**src/rtl/mft_pkg.sv**
```systemverilog
// Shared types, codes and frame constants of the Manchester frame transmitter.
package mft_pkg;

  localparam int unsigned SLOT_W = 8;
  localparam int unsigned PREAMBLE_SLOTS = 32;

  typedef enum logic {
    OP_TICK  = 1'b0,
    OP_START = 1'b1
  } mft_op_e;

  localparam logic [2:0] CMD_ECO       = 3'd0;
  localparam logic [2:0] CMD_COMFORT   = 3'd1;
  localparam logic [2:0] CMD_FROST     = 3'd2;
  localparam logic [2:0] CMD_STOP      = 3'd3;
  localparam logic [2:0] CMD_CONFIGURE = 3'd4;

  localparam logic [7:0] ADDR_BYTE0     = 8'h07;
  localparam logic [7:0] ADDR_BYTE1     = 8'h04;
  localparam logic [7:0] ADDR_DEV_BASE  = 8'hF0;
  localparam logic [7:0] ADDR_BYTE3     = 8'h00;
  localparam logic [7:0] ADDR_BYTE4     = 8'h02;
  localparam logic [7:0] CMD_HEAD_HEAT  = 8'h20;
  localparam logic [7:0] CMD_HEAD_CONF  = 8'h05;
  localparam logic [7:0] CMD_TAIL_ECO   = 8'h8B;
  localparam logic [7:0] CMD_TAIL_COMF  = 8'h88;
  localparam logic [7:0] CMD_TAIL_FROST = 8'hCC;
  localparam logic [7:0] CMD_TAIL_CONF  = 8'h01;

  typedef struct packed {
    logic              sending;
    logic [SLOT_W-1:0] slot;
    logic [3:0]        device;
    logic [2:0]        command;
    logic [7:0]        sum;
  } mft_state_t;

  typedef struct packed {
    logic line_level;
    logic busy_res;
    logic frame_end;
  } mft_result_t;

  // Address/command byte k of the frame (the checksum byte is not covered).
  function automatic logic [7:0] payload_byte(input logic [2:0] k, input logic [3:0] dev,
                                              input logic [2:0] cmd);
    logic [7:0] val;
    case (k)
      3'd0: val = ADDR_BYTE0;
      3'd1: val = ADDR_BYTE1;
      3'd2: val = ADDR_DEV_BASE + {4'h0, dev};
      3'd3: val = ADDR_BYTE3;
      3'd4: val = ADDR_BYTE4;
      3'd5: val = (cmd == CMD_CONFIGURE) ? CMD_HEAD_CONF : CMD_HEAD_HEAT;
      default: begin
        case (cmd)
          CMD_ECO:       val = CMD_TAIL_ECO;
          CMD_COMFORT:   val = CMD_TAIL_COMF;
          CMD_CONFIGURE: val = CMD_TAIL_CONF;
          default:       val = CMD_TAIL_FROST;
        endcase
      end
    endcase
    return val;
  endfunction

endpackage

```
**src/rtl/mft_if.sv**
```systemverilog
// Valid/ready channel interfaces for the input items and the slot results.
interface mft_in_if;
  logic       valid;
  logic       ready;
  logic       operation;
  logic [3:0] device_id;
  logic [2:0] command;

  modport source (output valid, output operation, output device_id, output command,
                  input ready);
  modport sink (input valid, input operation, input device_id, input command,
                output ready);
endinterface

interface mft_out_if;
  logic valid;
  logic ready;
  logic line_level;
  logic busy_res;
  logic frame_end;

  modport source (output valid, output line_level, output busy_res, output frame_end,
                  input ready);
  modport sink (input valid, input line_level, input busy_res, input frame_end,
                output ready);
endinterface

```
**src/rtl/manchester_frame_transmitter_unit.sv**
```systemverilog
// Top level of the Manchester frame transmitter: state and result registers.
//
// Usage:
//   in_i  (sink) carries one transaction per slot event. operation = 1 starts
//         a frame and latches device_id and command; operation = 0 is a tick
//         for one 210 us slot. Start while a frame runs restarts it.
//   out_o (source) returns exactly one result per input transaction:
//         line_level for the slot, busy_res while a frame is active and
//         frame_end on the last slot of the frame.
// Latency: the result of a transaction is valid the cycle after it is taken.
// Throughput: one transaction per cycle unless out_o stalls; the slot counter
//   update and level pick are one short combinational pass between the frame
//   state register and the result register.
// Reset: rst_ni clears the frame state (idle) and empties the result register.
// Stall: while a result waits and out_o.ready is low, in_i.ready drops; a
//   new transaction is taken in the same cycle the waiting result leaves.
// Frame length: 164 + 5 * LONG_PULSE_SLOTS ticks, 32 fewer for commands
//   that carry no command bytes.
module manchester_frame_transmitter_unit
  import mft_pkg::*;
#(
  parameter int unsigned LONG_PULSE_SLOTS = 3
) (
  input  logic             clk_i,
  input  logic             rst_ni,
  mft_in_if.sink           in_i,
  mft_out_if.source        out_o
);

  mft_state_t  state_q, state_d;
  mft_result_t res_q, res_d;
  logic        out_valid_q;
  logic        in_take;

  // result register frees up when empty or when its transaction completes
  assign in_i.ready = !out_valid_q || out_o.ready;
  assign in_take    = in_i.valid && in_i.ready;

  mft_slot_gen #(
    .LONG_PULSE_SLOTS(LONG_PULSE_SLOTS)
  ) u_slot_gen (
    .st_i        (state_q),
    .operation_i (in_i.operation),
    .device_id_i (in_i.device_id),
    .command_i   (in_i.command),
    .st_o        (state_d),
    .res_o       (res_d)
  );

  always_ff @(posedge clk_i or negedge rst_ni) begin
    if (!rst_ni) begin
      state_q     <= '0;
      out_valid_q <= 1'b0;
    end else begin
      if (in_take) begin
        state_q     <= state_d;
        out_valid_q <= 1'b1;
      end else if (out_o.ready) begin
        out_valid_q <= 1'b0;
      end
    end
  end

  // payload only, no reset needed
  always_ff @(posedge clk_i) begin
    if (in_take) begin
      res_q <= res_d;
    end
  end

  assign out_o.valid      = out_valid_q;
  assign out_o.line_level = res_q.line_level;
  assign out_o.busy_res   = res_q.busy_res;
  assign out_o.frame_end  = res_q.frame_end;

  // a start transaction arms the frame at slot zero
  a_start_arms: assert property (@(posedge clk_i) disable iff (!rst_ni)
    (in_take && in_i.operation == OP_START) |=> (state_q.sending && state_q.slot == '0))
    else $error("start did not arm the frame");

  // the last slot of a frame leaves the block idle
  a_end_idles: assert property (@(posedge clk_i) disable iff (!rst_ni)
    (in_take && in_i.operation == OP_TICK && res_d.frame_end) |=> !state_q.sending)
    else $error("frame did not end after its last slot");

  // idle results keep the line low and never flag an end
  a_idle_low: assert property (@(posedge clk_i) disable iff (!rst_ni)
    (out_valid_q && !res_q.busy_res) |-> (!res_q.line_level && !res_q.frame_end))
    else $error("line driven while idle");

endmodule

```
**src/rtl/mft_slot_gen.sv**
```systemverilog
// Per-slot level selection and frame state update for one transaction.
module mft_slot_gen
  import mft_pkg::*;
#(
  parameter int unsigned LONG_PULSE_SLOTS = 3
) (
  input  mft_state_t  st_i,
  input  logic        operation_i,
  input  logic [3:0]  device_id_i,
  input  logic [2:0]  command_i,
  output mft_state_t  st_o,
  output mft_result_t res_o
);

  localparam int unsigned SyncG     = 2 * LONG_PULSE_SLOTS + 2;
  localparam int unsigned DataStart = PREAMBLE_SLOTS + 2 * SyncG;
  localparam int unsigned Total8    = DataStart + 16 * 8 + LONG_PULSE_SLOTS;
  localparam int unsigned Total6    = DataStart + 16 * 6 + LONG_PULSE_SLOTS;

  localparam logic [SLOT_W-1:0] PRE_END    = SLOT_W'(PREAMBLE_SLOTS);
  localparam logic [SLOT_W-1:0] SYNC_G     = SLOT_W'(SyncG);
  localparam logic [SLOT_W-1:0] DATA_START = SLOT_W'(DataStart);
  localparam logic [SLOT_W-1:0] DATA_END8  = SLOT_W'(DataStart + 16 * 8);
  localparam logic [SLOT_W-1:0] DATA_END6  = SLOT_W'(DataStart + 16 * 6);
  localparam logic [SLOT_W-1:0] LAST8      = SLOT_W'(Total8 - 1);
  localparam logic [SLOT_W-1:0] LAST6      = SLOT_W'(Total6 - 1);
  localparam logic [SLOT_W-1:0] LP         = SLOT_W'(LONG_PULSE_SLOTS);
  localparam logic [SLOT_W-1:0] LP2        = SLOT_W'(2 * LONG_PULSE_SLOTS);

  logic [SLOT_W-1:0] s, p, g, d, data_end, last_slot;
  logic              long_cmd, is_sum, bit_val, sync_lvl;
  logic [2:0]        k, b, last_k;
  logic [7:0]        pb, cur_byte;
  logic              level;

  always_comb begin
    s         = st_i.slot;
    long_cmd  = (st_i.command <= CMD_CONFIGURE);
    data_end  = long_cmd ? DATA_END8 : DATA_END6;
    last_slot = long_cmd ? LAST8 : LAST6;
    last_k    = long_cmd ? 3'd7 : 3'd5;
    // sync offset stays below two groups, so one conditional subtract folds it
    p = s - PRE_END;
    g = (p >= SYNC_G) ? (p - SYNC_G) : p;
    if (g < LP)        sync_lvl = 1'b1;
    else if (g < LP2)  sync_lvl = 1'b0;
    else if (g == LP2) sync_lvl = 1'b1;
    else               sync_lvl = 1'b0;
    d        = s - DATA_START;
    k        = d[6:4];
    b        = d[3:1];
    is_sum   = (k == last_k);
    pb       = payload_byte(k, st_i.device, st_i.command);
    cur_byte = is_sum ? (8'h00 - st_i.sum) : pb;
    bit_val  = cur_byte[3'd7 - b];

    if (s < PRE_END)         level = ~s[0];
    else if (s < DATA_START) level = sync_lvl;
    else if (s < data_end)   level = d[0] ? bit_val : ~bit_val;
    else                     level = 1'b0;
  end

  always_comb begin
    st_o  = st_i;
    res_o = '0;
    if (operation_i == OP_START) begin
      st_o.sending = 1'b1;
      st_o.slot    = '0;
      st_o.device  = device_id_i;
      st_o.command = command_i;
      st_o.sum     = '0;
      res_o.busy_res = 1'b1;
    end else if (st_i.sending) begin
      res_o.busy_res   = 1'b1;
      res_o.line_level = level;
      if ((s >= DATA_START) && (s < data_end) && !is_sum && (d[3:0] == 4'd0)) begin
        st_o.sum = st_i.sum + pb;
      end
      if (s >= last_slot) begin
        res_o.frame_end = 1'b1;
        st_o.sending    = 1'b0;
        st_o.slot       = '0;
      end else begin
        st_o.slot = s + 1'b1;
      end
    end
  end

endmodule

```
**src/flat_wrapper.sv**
```systemverilog
// flat-port wrapper written by rule: the top's interface ports become plain ports
module manchester_frame_transmitter_unit_flat import mft_pkg::*;
#(
  parameter int unsigned LONG_PULSE_SLOTS = 3
)
  (clk_i, rst_ni, in_i_valid, in_i_operation, in_i_device_id, in_i_command, in_i_ready, out_o_valid, out_o_line_level, out_o_busy_res, out_o_frame_end, out_o_ready);
  mft_in_if in_i_i ();
  mft_out_if out_o_i ();
  input  logic clk_i;
  input  logic rst_ni;
  input wire logic [$bits(in_i_i.valid)-1:0] in_i_valid;
  input wire logic [$bits(in_i_i.operation)-1:0] in_i_operation;
  input wire logic [$bits(in_i_i.device_id)-1:0] in_i_device_id;
  input wire logic [$bits(in_i_i.command)-1:0] in_i_command;
  output wire logic [$bits(in_i_i.ready)-1:0] in_i_ready;
  output wire logic [$bits(out_o_i.valid)-1:0] out_o_valid;
  output wire logic [$bits(out_o_i.line_level)-1:0] out_o_line_level;
  output wire logic [$bits(out_o_i.busy_res)-1:0] out_o_busy_res;
  output wire logic [$bits(out_o_i.frame_end)-1:0] out_o_frame_end;
  input wire logic [$bits(out_o_i.ready)-1:0] out_o_ready;
  assign in_i_i.valid = in_i_valid;
  assign in_i_i.operation = in_i_operation;
  assign in_i_i.device_id = in_i_device_id;
  assign in_i_i.command = in_i_command;
  assign in_i_ready = in_i_i.ready;
  assign out_o_valid = out_o_i.valid;
  assign out_o_line_level = out_o_i.line_level;
  assign out_o_busy_res = out_o_i.busy_res;
  assign out_o_frame_end = out_o_i.frame_end;
  assign out_o_i.ready = out_o_ready;
  manchester_frame_transmitter_unit #(.LONG_PULSE_SLOTS(LONG_PULSE_SLOTS)) u_core (.clk_i(clk_i), .rst_ni(rst_ni), .in_i(in_i_i), .out_o(out_o_i));
endmodule
```
**config.mk**
```make
export PLATFORM = sky130hd
export DESIGN_NAME = manchester_frame_transmitter_unit_flat
export DESIGN_NICKNAME = d
export VERILOG_FILES = /design/src/rtl/mft_pkg.sv /design/src/rtl/mft_if.sv /design/src/rtl/manchester_frame_transmitter_unit.sv /design/src/rtl/mft_slot_gen.sv /design/src/flat_wrapper.sv
export SDC_FILE = /design/constraint.sdc
export NUM_CORES = 1
export LEC_CHECK = 0
export BUFFER_PORTS_ARGS = -buffer_cell sky130_fd_sc_hd__buf_2
export CORE_MARGIN = 2
export CORE_UTILIZATION = 40
export DETAILED_ROUTE_END_ITERATION = 8
export PLACE_DENSITY = 0.54
export SYNTH_ARGS = -nofsm -noshare
export SYNTH_HDL_FRONTEND = slang
export SYNTH_SLANG_ARGS = --single-unit
```
**constraint.sdc**
```tcl
create_clock -name clk_i -period 4.3 [get_ports clk_i]
set_clock_uncertainty 0.05 [all_clocks]
set_input_delay 0.86 -clock clk_i [delete_from_list [all_inputs] [get_ports clk_i]]
set_output_delay 0.86 -clock clk_i [all_outputs]
set_load 0.005 [all_outputs]
```
==> results.md <==
- The flow ran to the end, and the final reports show no timing, DRC or antenna violations.
- The violation count after the first detailed-route iteration is roughly 110.
- Sequential cells were found to cover 30.5% of the synthesized design area.
- For this block, the routed nets add up to between 5 and 6 mm of wire.
- In this run, synthesis inferred 3 flip-flops with an integrated enable.
- In the detailed route, the total length drawn on met2 is 2.37 mm.
- The leftover overflow at the end of global routing is 0.
- The via count normalized by instance count is between 5 and 6.
- The timing-limited maximum frequency is approximately 0.25 GHz.
- 17 I/O pins were placed.
- The number of antenna diodes in the final layout is 0.
- CTS placed an instance of sky130_fd_sc_hd__clkbuf_8 at the clock tree root.
- The overall via count from detail_route is 1979.
- The worst voltage drop across the vdd grid is 0.000141 V.
- The endpoint class of the critical path is a register.
- The max-capacitance violation count is 0.
- The number of buffers added for setup after CTS is 0.
- The proportion of layout cells with a drive suffix above 1 is 12.8%.
- The length in cells of the worst reg-to-reg path is 16.
- The startpoint class of the critical path is a register.
- The die covers between 0.006 and 0.007 mm².
- Of all flip-flops after synthesis, the portion carrying an async set or reset was a little under 90%.
- The number of antenna violations at the first check in global routing is 0.
- The clock passes through at most 2 buffers.
- The worst path needs approximately 4000 ps of the cycle, external delays included.
- The required time reported for the critical path endpoint is between 4000 and 5000 ps.
- The pre-CTS setup slack is about 390 ps.
- In this run, synthesis produced a sequential element count of 28.
- The pin count of the biggest net entering global routing is 26.
- The wire length of the first global-routing pass is around 9.4 mm.
- The slack of the critical path is around 320 ps.
- TritonCTS built the clock tree.
- Clock tree synthesis inserted a total of 3 buffers.
- The gate count after technology mapping is ~270.
- The worst hold path stage count is 1.
- Counting every sink on the clock net gives 28.
- For this block, wires on met1 add up to around 2.8 mm.
- Port buffering added 16 buffers.
- In this run the most critical hold path is launched from u_core.state_q[11].
- The core area is approximately 0.0056 mm².
- The count of final max-slew check failures is 0.
- The topmost layer with routed signal wires is met4.
- The hold violation count in the final report came to 0.
- In the finished design, the share of the clock period the worst path needs comes to approximately 93%.
- The launching element of the worst setup path is u_core.state_q[19].
- The via count of the first global-routing pass is about 1.9k.
- The count of cell types in the netlist is 56.
- In this run the worst path has a maximum fanout of 12.
- Setup repair after global routing left no endpoint under its margin.
- The starting utilization of the core area is around 42%.
- The number of optimization iterations in the first detailed-route pass is 4.
- Measured along the y axis, the die boundary spans 80.6 µm.
- The synthesized area per cell is 8.73 µm².
- Routability-driven placement finished with a final weighted congestion of approximately 0.9.
- Clock-pin slew was measured on the worst setup and hold paths at 100 ps.
- The total of hold buffers inserted after clock tree synthesis is 0.
- Setup violations remaining at the end of the flow were counted as 0.
- The number of gates resized after CTS was 0.
- The leakage power figure is roughly 1.1 nW.
- After detailed routing, the number of remaining DRC violations is 0.
- The HPWL reported at the end of detailed placement is roughly 4.2 mm.
- The relative slew slack is 53.4%.
- The fill cell total of the finished layout is 569.
- Counting every net in the synthesized netlist gives between 300 and 400.
- For the worst-skew pair, the clock arrives at the later sink with an insertion delay of about 280 ps.
- The dominant register cell in the synthesized netlist is sky130_fd_sc_hd__dfrtp_1.
- The global router's overall resource usage is around 18%.
- The number of nets still failing antenna checks after routing is 0.
- The H-tree depth reported by CTS is 1.
- Dividing total power by cell area gives a power density of between 200 and 300 mW/mm².
- The floorplan row count is 27.
- The setup TNS is 0 ps.
- The floorplan step set the die width to about 80 µm.
- The startpoint-to-endpoint class of the critical path is register to register.
- The worst register-to-register path begins at u_core.state_q[19].
- The summed instance area of the synthesized netlist is 0.00235 mm².
- The post-detailed-route wirelength per cell is 15.2 µm.
- The area growth from synthesis to layout is 8.96%.
- The critical path arrival is approximately 4000 ps.
- The number of warnings issued by yosys is 0.
- The detailed route wirelength on metal3 is ~170 µm.
- At the pin with the least slew margin, the transition time is between 600 and 700 ps.
- In the layout the commonest cells are sky130_fd_sc_hd__nand2_1, sky130_fd_sc_hd__ha_1, sky130_fd_sc_hd__dfrtp_1.
- The kind of path behind the tightest hold check is register to register.
- The final layout contains about 320 nets.
- The most frequent standard cell in the layout excluding fill and tap cells is sky130_fd_sc_hd__nand2_1.
-- per-layer routing --
layer	vias up	track usage, %
li1	1002	-
met1	932	27.1
met2	40	29.1
met3	5	1.35
met4	0	5.08
met5	-	0
-- cells by family (layout without fill, tap and decap cells) --
group           Yosys count  count (layout)  synth area share [%]
compound gates           69              69                  19.5
xor+xnor                 11              11                  4.10
simple gates            102             102                  22.5
flops                    28              28                  30.5
buf+inv                  22              34                  3.73
mux                      10              10                  4.69
fa+ha+maj                27              27                  15.0
-- synth_stat cells (3+ instances only) --
cell | instances | area (µm²)
sky130_fd_sc_hd__nand2_1 | 32 | 120
sky130_fd_sc_hd__dfrtp_1 | 25 | 626
sky130_fd_sc_hd__ha_1 | 25 | 313
sky130_fd_sc_hd__nor2_1 | 21 | 78.8
sky130_fd_sc_hd__o21ai_1 | 17 | 85.1
sky130_fd_sc_hd__inv_1 | 11 | 41.3
sky130_fd_sc_hd__o21ai_0 | 9 | 45.0
sky130_fd_sc_hd__a21oi_1 | 8 | 40.0
sky130_fd_sc_hd__nand2b_1 | 8 | 50.1
sky130_fd_sc_hd__mux2_2 | 7 | 78.8
sky130_fd_sc_hd__xnor2_1 | 7 | 61.3
sky130_fd_sc_hd__nor2b_1 | 6 | 37.5
sky130_fd_sc_hd__nor3_1 | 6 | 30.0
sky130_fd_sc_hd__clkbuf_1 | 5 | 18.8
sky130_fd_sc_hd__nand3_1 | 5 | 25.0
sky130_fd_sc_hd__o31ai_1 | 5 | 37.5
sky130_fd_sc_hd__a31oi_1 | 4 | 25.0
sky130_fd_sc_hd__and2_1 | 4 | 25.0
sky130_fd_sc_hd__buf_2 | 4 | 20.0
sky130_fd_sc_hd__nand4_1 | 4 | 25.0
sky130_fd_sc_hd__xor2_1 | 4 | 35.0
sky130_fd_sc_hd__a311oi_1 | 3 | 26.3
sky130_fd_sc_hd__edfxtp_1 | 3 | 90.1
sky130_fd_sc_hd__o41ai_1 | 3 | 26.3
-- layout make-up --
cell class	count	area [µm²]	area share [%]
multi-input combinational	219	1540	60.4
sequential	28	716	28.0
inverter	13	48.8	1.91
tap	72	90.1	3.52
clock buffer	3	41.3	1.61
clock inverter	1	30.0	1.17
timing repair buffer	17	87.6	3.42
-- final timing paths --
check / end / slack (ps)
setup / recovery: u_core.state_q[6] / 320
hold / removal: u_core.state_q[11] / 480
setup reg to reg: u_core.state_q[6] / 320
hold reg to reg: u_core.state_q[11] / 480
max in group asynchronous: u_core.state_q[14] / 3280
min in group asynchronous: u_core.state_q[5] / 520
-- registers in the layout (all words and copies together) (netlist names) --
register                 flops
u_core.state_q              24
u_core.out_o.line_level      1
u_core.out_o.frame_end       1
u_core.out_o.valid           1
u_core.out_o.busy_res        1
-- where the power goes --
part           switching [W]  total (W)  internal (W)
sequential         0.0000387   0.000331      0.000292
clock              0.0000887   0.000214      0.000125
combinational       0.000122   0.000220     0.0000974
-- metrics by stage --
stage / instance area, µm² / hold WS (ps) / std cells / total power, W / utilization (%)
floorplan: 2350 / 422 / 269 / 0.000496 / -
detailed placement: 2490 / 457 / 349 / 0.000554 / 44.6
global placement: 2490 / 443 / 349 / 0.000552 / 44.6
finish: 2560 / 475 / 353 / 0.000764 / 45.9
global route: 2560 / 493 / 353 / 0.000820 / 45.9
CTS: 2560 / 482 / 353 / 0.000771 / 45.9
-- worst max-delay path: stages (launching register included) --
cell and delay [ps]:
sky130_fd_sc_hd__dfrtp_1 540, sky130_fd_sc_hd__ha_1 370, sky130_fd_sc_hd__xnor2_1 470, sky130_fd_sc_hd__nor2_1 130, sky130_fd_sc_hd__nor3_1 330, sky130_fd_sc_hd__a31oi_1 80, sky130_fd_sc_hd__o32ai_1 320, sky130_fd_sc_hd__ha_1 230
sky130_fd_sc_hd__inv_1 60, sky130_fd_sc_hd__fa_1 410, sky130_fd_sc_hd__nor2b_1 160, sky130_fd_sc_hd__o21ai_0 110, sky130_fd_sc_hd__nand2b_1 110, sky130_fd_sc_hd__a21o_1 120, sky130_fd_sc_hd__a21oi_1 70, sky130_fd_sc_hd__xnor2_1 130
sky130_fd_sc_hd__a22o_1 190
No activity file was read; power rests on OpenSTA's default activity.
